**config.mk**
```make
export PLATFORM = sky130hd
export DESIGN_NAME = lfu_cell
export DESIGN_NICKNAME = d
export VERILOG_FILES = /design/src/hw/rtl/lfu_pkg.sv /design/src/hw/rtl/lfu_cell.sv
export SDC_FILE = /design/constraint.sdc
export NUM_CORES = 1
export LEC_CHECK = 0
export ABC_AREA = 1
export CAP_MARGIN = 25
export CORE_AREA = 2 2 121 123
export CTS_BUF_LIST = sky130_fd_sc_hd__clkbuf_8
export DETAILED_ROUTE_END_ITERATION = 6
export DIE_AREA = 0 0 123 125
export DONT_BUFFER_PORTS = 1
export SYNTH_ARGS = -nofsm -noshare
export SYNTH_HDL_FRONTEND = slang
export SYNTH_SLANG_ARGS = --single-unit
export TNS_END_PERCENT = 10
```
**constraint.sdc**
```tcl
create_clock -name clk -period 7.6 [get_ports clk]
set_clock_uncertainty 0.2 [all_clocks]
set_input_delay 1.14 -clock clk [delete_from_list [all_inputs] [get_ports clk]]
set_output_delay 1.14 -clock clk [all_outputs]
set_load 0.03 [all_outputs]
```
**src/hw/rtl/lfu_pkg.sv**
```systemverilog
// Shared types and constants for the LFU page replacement block.
// No dependencies; imported by lfu_cell and lfu_page_replacement.
package lfu_pkg;

  localparam int CNT_W    = 32;
  localparam int LIMIT_W  = 10;
  localparam int OUT_KEY_W = 40;
  localparam int GRP_SIZE = 16;

  localparam logic [CNT_W-1:0]   CNT_MAX     = '1;
  localparam logic [CNT_W-1:0]   CNT_ONE     = CNT_W'(1);
  localparam logic [LIMIT_W-1:0] LIMIT_RESET = LIMIT_W'(64);

  // sequencer phases
  localparam logic [1:0] PH_IDLE   = 2'd0;
  localparam logic [1:0] PH_LOOK   = 2'd1;
  localparam logic [1:0] PH_REDUCE = 2'd2;
  localparam logic [1:0] PH_UPDATE = 2'd3;

  // update command broadcast to every cell
  typedef struct packed {
    logic hit_move;
    logic shift_in;
    logic replace_front;
  } cell_ctl_t;

endpackage

```
**src/hw/rtl/lfu_cell.sv**
```systemverilog
// One list position of the LFU chain: holds a key and its use count.
// Depends on lfu_pkg; instantiated in a row by lfu_page_replacement.
module lfu_cell import lfu_pkg::*; #(
  parameter int IDX      = 0,
  parameter int KEY_BITS = 40,
  parameter int IDX_W    = 9,
  parameter int OCC_W    = 10
) (
  input  logic                clk,
  input  cell_ctl_t           ctl,
  input  logic [OCC_W-1:0]    occ,
  input  logic [IDX_W-1:0]    hit_pos,
  input  logic [CNT_W-1:0]    hit_cnt,
  input  logic [KEY_BITS-1:0] look_key,
  input  logic [KEY_BITS-1:0] left_key,
  input  logic [CNT_W-1:0]    left_cnt,
  input  logic [KEY_BITS-1:0] right_key,
  input  logic [CNT_W-1:0]    right_cnt,
  input  logic                right_lt,
  output logic [KEY_BITS-1:0] key_o,
  output logic [CNT_W-1:0]    cnt_o,
  output logic                lt_o,
  output logic                match_o
);

  localparam logic [OCC_W-1:0] MY_OCC   = OCC_W'(IDX);
  localparam logic [IDX_W-1:0] MY_POS   = IDX_W'(IDX);
  localparam bit               IS_FRONT = (IDX == 0);

  logic [KEY_BITS-1:0] key_r, key_nxt;
  logic [CNT_W-1:0]    cnt_r, cnt_nxt;
  logic                active;
  logic                at_or_after;

  assign active      = (MY_OCC < occ);
  assign at_or_after = (MY_POS >= hit_pos);
  assign match_o     = active && (key_r == look_key);
  // entry behind the hit position whose count the bumped entry passes
  assign lt_o        = active && (MY_POS > hit_pos) && (cnt_r < hit_cnt);
  assign key_o       = key_r;
  assign cnt_o       = cnt_r;

  always_comb begin
    key_nxt = key_r;
    cnt_nxt = cnt_r;
    if (ctl.hit_move) begin
      if (at_or_after && right_lt) begin
        // pull the passed entry one place toward the front
        key_nxt = right_key;
        cnt_nxt = right_cnt;
      end else if ((MY_POS == hit_pos) || (at_or_after && lt_o)) begin
        key_nxt = look_key;
        cnt_nxt = hit_cnt;
      end
    end else if (ctl.shift_in || (ctl.replace_front && IS_FRONT)) begin
      key_nxt = left_key;
      cnt_nxt = left_cnt;
    end
  end

  always_ff @(posedge clk) begin
    key_r <= key_nxt;
    cnt_r <= cnt_nxt;
  end

endmodule

```
### Yosys cells after proc, flatten, opt, wreduce, memory -nomap -nowiden

Cells that the tools add are included.

| operators by class | value |
|---|---|
| muxes and demuxes | 8 |
| reduce and logical (&&, ||, !) cells | 10 |
| equality and inequality tests | 2 |
| order comparisons | 4 |

Operator list:

| kind | number |
|---|---|
| two-way mux 40 bit | 4 |
| two-way mux 32 bit | 4 |
| equality test 40 bit | 1 |
| less-than comparator 32 bit | 1 |
| less-than comparator 1 x 10 -> 1 bit (first input constant) | 1 |
| greater-or-equal comparator 1 x 9 -> 1 bit (first input constant) | 1 |
| greater-than comparator 1 x 9 -> 1 bit (first input constant) | 1 |
| logical NOT 9 bit | 1 |
| logical AND 1 bit | 5 |
| != test 3 x 1 -> 1 bit (second input constant) | 1 |
| logical OR 1 bit | 2 |
| AND reduction 2 bit | 1 |
| nonzero test 2 bit | 1 |

| word-level totals | value |
|---|---|
| output and inout port bits | 74 |
| logic and storage cells | 26 |
| bits of input ports | 240 |
| flip-flop bits (word level) | 72 |

### Depth between registers and ports, before layout

Gate-level depths: netlist (run 1).

| depth | value |
|---|---|
| word-level depth | 8 |
| gate-level depth with buffers | 10 |
| gate-level depth less buffers | 10 |

### Worst setup path before layout (run 1)

OpenSTA, ideal clock, no wires.

| timing path | value |
|---|---|
| path type | input -> register |
| start point | input port hit_pos[8] |
| end point | register cnt_r[0], in the netlist cnt_o[0], enable pin |
| setup slack | 1.531 ns |
| stages on the path | 5 |
| required time | 6.874 ns |
| data arrival time | 5.344 ns |
| library setup time | 0.526 ns |
| path through | nor3_2 clkbuf_8 buf_12 nand2_1 a21oi_1 |

| on the way | value |
|---|---|
| word-level cells in the longest chain between the ends | 7 |

Ends and longest elaborated chain:

| element | RTL line | text |
|---|---|---|
| start: declaration | lfu_cell.sv:12 | `input logic [IDX_W-1:0] hit_pos,` |
| greater-than comparator 1 x 9 -> 1 bit | lfu_cell.sv:39 | `assign lt_o = active && (MY_POS > hit_pos) && (cnt_r < hit_cnt);` |
| logical AND 1 bit (2 in a row) | lfu_cell.sv:39 |  |
| logical AND 1 bit | lfu_cell.sv:51 | `end else if ((MY_POS == hit_pos) \|\| (at_or_after && lt_o)) begin` |
| logical OR 1 bit | lfu_cell.sv:51 |  |
| != test 3 x 1 -> 1 bit (no line) * | - |  |
| AND reduction 2 bit (no line) * | - |  |
| end signal: assignment | lfu_cell.sv:63 | `cnt_r <= cnt_nxt;` |
| end: declaration | lfu_cell.sv:31 | `logic [CNT_W-1:0] cnt_r, cnt_nxt;` |

Every way passes the cells marked *; elsewhere a longest branch is shown, timed or not.
A chain may end at the register's enable or synchronous reset.

### Worst setup path after layout (run 1)

| timing path | value |
|---|---|
| start point | input port look_key[24] |
| end point | output port match_o |

| on the way | value |
|---|---|
| word-level cells in the longest chain between the ends | 2 |

Ends and longest elaborated chain:

| element | RTL line | text |
|---|---|---|
| start: declaration | lfu_cell.sv:14 | `input logic [KEY_BITS-1:0] look_key,` |
| equality test 40 bit | lfu_cell.sv:37 | `assign match_o = active && (key_r == look_key);` |
| logical AND 1 bit | lfu_cell.sv:37 |  |
| end: declaration | lfu_cell.sv:23 | `output logic match_o` |

Every way passes these cells.

==> flow_metrics.py, run 1 <==
metrics = {
    "outcome": {
        "outcome": "complete, no violations",
    },
    "synthesis": {
        "yosys.area_share.adder_pct": 0,
        "synth_edf_count": 72,
        "synth_nets": 999,
        "synth_top_family_by_area": "simple AND/OR/NAND/NOR gates",
        "synth.distinct_cells": 23,
        "synth_compound_area_share_pct": 0.0903,
        "synth_xor_area_share_pct": 4.27,
        "ys_warn_count": 0,
        "ys_seq_elements": 72,
        "ys.flop_type": "edfxtp_1",
        "yosysSeqAreaShare_pct": 39.0,
        "syn-instance-count": 759,
        "netlist_area_um2": 5540,
        "synthArstFlopShare_pct": 0,
        "synth_mux_area_share_pct": 0,
        "avgSynthCellArea_um2": 7.30,
        "yosys.area_share.simple_pct": 36.0,
    },
    "die": {
        "num_rows": 44,
        "io_pins": 314,
        "die-area_um2": 15400,
        "start_util_pct": 39.0,
        "die_y_um": 125,
        "fp.dieW_um": 123,
        "core_region_area_um2": 14200,
    },
    "timing": {
        "fin_ws_ns": 3.77,
        "maxSlewViolCount": 0,
        "hold_violations": 0,
        "worst_slew_pin_slew_ns": 1.02,
        "fin_setup_tns_ns": 0,
        "period_share_pct": 50.5,
        "relSlewSlack_pct": 32.0,
        "max_freq_mhz": 261,
        "setup_viol": 0,
        "period_needed_ns": 3.83,
        "grt_setup_unrepaired": "false",
    },
    "clock_network": {
        "cts_resized": 0,
        "post-cts-setup-buffers": 0,
        "clk_path_buf_depth": 2,
        "cts_root_buf": "clkbuf_8",
        "hold_buffers": 0,
        "clock_sinks": 72,
        "cts_made_buffers": 9,
        "clk_pin_slew_worst_paths_ns": 0.08,
        "cts_max_level": 3,
        "cts_tree": "yes",
    },
    "setup_path": {
        "crit_arrival_ns": 2.49,
        "crit_type": "in -> out",
        "startpoint_type": "primary input",
        "crit_fanout": 2,
        "worstPathRequired_ns": 6.26,
        "cp-end-kind": "output port",
    },
    "routing": {
        "viasPerCell": 5.08,
        "via_count": 4660,
        "routed_wl_mm": 16.9,
        "drc": 0,
        "drtIter0Drc": 336,
        "ant_nets": 0,
        "first_pass_iters": 4,
        "post_drt_wl_per_cell_um": 18.4,
    },
    "placed_design": {
        "dp_hpwl_mm": 11.7,
        "portBuffers": 0,
        "place_ws_ns": 3.60,
        "gp_congestion": 0.789,
    },
    "final_layout": {
        "drive_gt1_share_pct": 3.01,
        "fin_nets": 967,
        "area_delta_synth_final_pct": -1.13,
    },
    "global_route": {
        "antenna_found_initial": 2,
        "grt_pass1_wl_mm": 25.4,
        "gr-total-overflow": 0,
        "grt.total_usage_pct": 21.7,
        "grt_max_degree": 76,
        "grt_pass1_vias": 4493,
    },
    "power": {
        "cellLeakagePower_nw": 2.85,
        "power.density_nw_per_um2": 187,
        "ir_drop_mv": 0.0634,
    },
    "worst_hold_path": {
        "hp-class": "in -> reg",
        "holdPathStages": 2,
    },
    "job": {
        "maxCapViolCount": 0,
    },
}
cells in the final DEF, fill, tap and decap left out, types with 4 or more instances in the layout:
| cell | netlist | routed |
|---|---|---|
| edfxtp_1 | 72 | 72 |
| buf_4 | 9 | 4 |
| clkbuf_8 | 8 | 9 |
| xor2_1 | 4 | 4 |
| nand3_1 | 73 | 73 |
| xnor2_1 | 23 | 23 |
| nand4_1 | 73 | 73 |
| nor2_1 | 15 | 15 |
| nand2_1 | 279 | 279 |
| nor3_1 | 4 | 4 |
| inv_1 | 162 | 165 |
logic make-up (layout without fill, tap and decap cells):
| family | Yosys count | count (layout) |
|---|---|---|
| other cells | 1 | 3 |
| xor+xnor | 27 | 27 |
| compound gates | 1 | 1 |
| flops | 72 | 72 |
| simple gates | 448 | 448 |
| buf+inv | 210 | 183 |
metrics by stage:
stage	std cells	util, %	instance area [um^2]	hold WS, ns	power, W
after floorplan	759	-	5540	1.13	0.000721
after global placement	900	37.3	5290	1.13	0.000736
after detailed placement	900	37.3	5290	1.13	0.000738
after CTS	916	38.5	5470	0.757	0.00104
after global routing	918	38.6	5480	0.745	0.00108
final	918	38.6	5480	0.779	0.00102
cell type report:
| cell class | count | area (um^2) |
|---|---|---|
| diodes | 2 | 5.00 |
| flip-flops and latches | 72 | 2160 |
| well taps | 184 | 230 |
| multi-input cells | 477 | 2260 |
| fillers | 1533 | 8730 |
| repair buffers | 4 | 30.0 |
| inverters | 163 | 612 |
| clock buffers | 9 | 124 |
| clock inverters | 7 | 56.3 |
power breakdown:
group / total, W / internal (W) / switching (W)
clock: 0.000297 / 0.000147 / 0.000150
sequential: 0.000597 / 0.000489 / 0.000108
combinational: 0.000129 / 0.0000499 / 0.0000794
total: 0.00102 / 0.000686 / 0.000338
layer usage:
layer	share of wire, %	vias to the layer above	global-route usage (%)
met5	0	-	0
met4	2.2	0	7.15
met3	9.7	19	6.84
met2	49	233	37.1
met1	39	2100	25.5
li1	-	2308	-
worst max-delay path, stage by stage:
cell	delay, ns
xnor2_1	0.35
nand2_1	0.09
nor2_1	0.11
nand2_1	0.07
nor2_1	0.14
nand2_1	0.08
nor2_1	0.50
path summary, 6_finish.rpt:
kind                          from        to  slack, ns
worst min-delay path   left_key[8]  key_o[8]       0.78
worst max-delay path  look_key[24]   match_o       3.77
Yosys cell counts (4+ instances only):
cell      count  area (um^2)
buf_12        7          140
buf_6        15          169
nand3_1      73          365
buf_4         9         67.6
edfxtp_1     72         2160
nand4_1      73          457
nor2_1       15         56.3
xnor2_1      23          201
clkbuf_1      6         22.5
clkbuf_8      8          110
inv_1       162          608
nor3_1        4         20.0
nand2_1     279         1050
xor2_1        4         35.0
registers in the layout, indices dropped and copies added (netlist names):
signal and flops:
key_o 40, cnt_o 32
(Power assumes the default switching activity.)
==> run 2, diff against run 1 <==
==> constraint.sdc (replaced) <==
create_clock -name clk -period 3.7 [get_ports clk]
set_clock_uncertainty 0.2 [all_clocks]
set_input_delay 0.555 -clock clk [delete_from_list [all_inputs] [get_ports clk]]
set_output_delay 0.555 -clock clk [all_outputs]
set_load 0.03 [all_outputs]
==> run 2 against run 1 <==
Net effect:
- die area unchanged
- utilization increased by 0.088 points
- clock-buffer cell count unchanged
- clock power increased by 75%
- combinational power increased by 110%
- final cell count unchanged
- critical endpoint unchanged
- sequential power increased by 110%
- critical path type is now reg -> out
- first-iteration DRC count decreased by 14%
- final area increased by 0.23%
- flip-flop and latch count unchanged
- total power increased by 97%
- hold slack got worse by 0.60 ns
==> flow_metrics.py, run 2 (synthesized netlist as in run 1, its figures left out) <==
metrics = {
    "outcome": {
        "outcome": "complete, no violations",
    },
    "timing": {
        "worst_slew_pin_slew_ns": 0.687,
        "whs_ns": 0.179,
        "relSlewSlack_pct": 53.9,
        "period_needed_ns": 3.01,
        "fin_setup_tns_ns": 0,
        "fin_ws_ns": 0.691,
        "max_freq_mhz": 332,
        "maxSlewViolCount": 0,
        "setup_viol": 0,
        "hold_violations": 0,
        "period_share_pct": 81.3,
        "grt_setup_unrepaired": "false",
    },
    "placed_design": {
        "portBuffers": 0,
        "dp_hpwl_mm": 12.4,
        "gp_congestion": 0.805,
        "place_ws_ns": 0.987,
    },
    "setup_path": {
        "startpoint_type": "flip-flop",
        "crit_fanout": 2,
        "path_cells": "xnor2_1 -> nand2_1 -> nor2_1 -> nand2_1 -> nor2_1 -> nand2_1 -> nor2_1",
        "path_delay_family": "simple AND/OR/NAND/NOR gates",
        "worstPathRequired_ns": 2.94,
        "crit_path_top_delay_cell": "edfxtp_1",
        "cp-end-kind": "output port",
        "crit_type": "reg -> out",
        "timing.critical_path.buf_inv": 0,
        "worst_path_largest_cell_delay_ns": 0.55,
        "crit_arrival_ns": 2.25,
    },
    "clock_network": {
        "clock_sinks": 72,
        "cts_tree": "yes",
        "cts_root_buf": "clkbuf_8",
        "hold_buffers": 0,
        "clk_path_buf_depth": 2,
        "cts_resized": 0,
        "cts_max_level": 3,
        "clk_pin_slew_worst_paths_ns": 0.08,
        "cts_made_buffers": 9,
        "post-cts-setup-buffers": 0,
    },
    "global_route": {
        "gr-total-overflow": 0,
        "grt.total_usage_pct": 21.8,
        "antenna_found_initial": 0,
        "grt_pass1_vias": 4550,
        "grt_pass1_wl_mm": 25.2,
        "grt_max_degree": 76,
    },
    "final_layout": {
        "area_delta_synth_final_pct": -0.903,
        "largest_reg_flops": 40,
        "final_common_cell": "nand2_1",
        "fillers": 1557,
        "regArea_um2": 2160,
        "fin_nets": 971,
        "drive_gt1_share_pct": 3.00,
        "multiInputGateArea_um2": 2260,
        "diodes": 0,
        "final_cell_mix": "nand2_1, inv_1, nand4_1, nand3_1, edfxtp_1",
        "post-route-util_pct": 38.7,
    },
    "power": {
        "cellLeakagePower_nw": 2.85,
        "power.density_nw_per_um2": 368,
        "ir_drop_mv": 0.144,
    },
    "worst_hold_path": {
        "hp-class": "in -> reg",
    },
    "routing": {
        "viasPerCell": 5.20,
        "drtIter0Drc": 290,
        "ant_nets": 0,
        "post_drt_wl_per_cell_um": 18.8,
        "routed_wl_mm": 17.2,
        "via_count": 4777,
        "drc": 0,
        "first_pass_iters": 6,
    },
    "die": {
        "num_rows": 44,
        "core_region_area_um2": 14200,
        "die_y_um": 125,
        "die-area_um2": 15400,
        "start_util_pct": 39.0,
        "io_pins": 314,
        "fp.dieW_um": 123,
    },
    "job": {
        "maxCapViolCount": 0,
    },
}
-- run 2: cell types whose count changed in the layout (fill, tap and decap cells not counted) --
cell | previous run | this run
bufinv_16 | 1 | 0
diode_2 | 2 | 0
inv_1 | 165 | 164
buf_4 | 4 | 6
buf_12 | 0 | 2
clkinv_1 | 0 | 3
clkinv_2 | 3 | 0
-- run 2: area by class of cell --
type / count / area share, %
clock inverter: 5 / 0.342
tap: 184 / 4.19
sequential: 72 / 39.4
clock buffer: 9 / 2.26
timing repair buffer: 8 / 1.55
multi-input combinational: 477 / 41.1
inverter: 163 / 11.1
-- run 2: worst paths after layout --
path / start / to / cells past startpoint
hold / removal: left_key[1] / key_o[1] / 2
setup / recovery: key_o[24] / match_o / 7
-- run 2: report_power, final --
group | leakage (nW) | switching, W | internal [W]
logic | 2.08 | 0.000167 | 0.000106
clock network | 0.0801 | 0.000295 | 0.000225
registers | 0.692 | 0.000222 | 0.00100
total | 2.85 | 0.000684 | 0.00133
-- run 2: per-layer routing --
layer	vias up	track usage [%]	share of wire, %
met2	296	37.3	49
met1	2139	25.2	38
met4	0	8.82	2.9
li1	2314	-	-
met3	28	6.25	10
met5	-	0	0
-- run 2: per-stage QoR --
step / instance area (um^2) / cells / total power (W)
floorplan: 5550 / 759 / 0.00148
global placement: 5350 / 904 / 0.00152
detailed placement: 5350 / 904 / 0.00152
CTS: 5490 / 918 / 0.00205
global route: 5490 / 918 / 0.00212
finish: 5490 / 918 / 0.00202
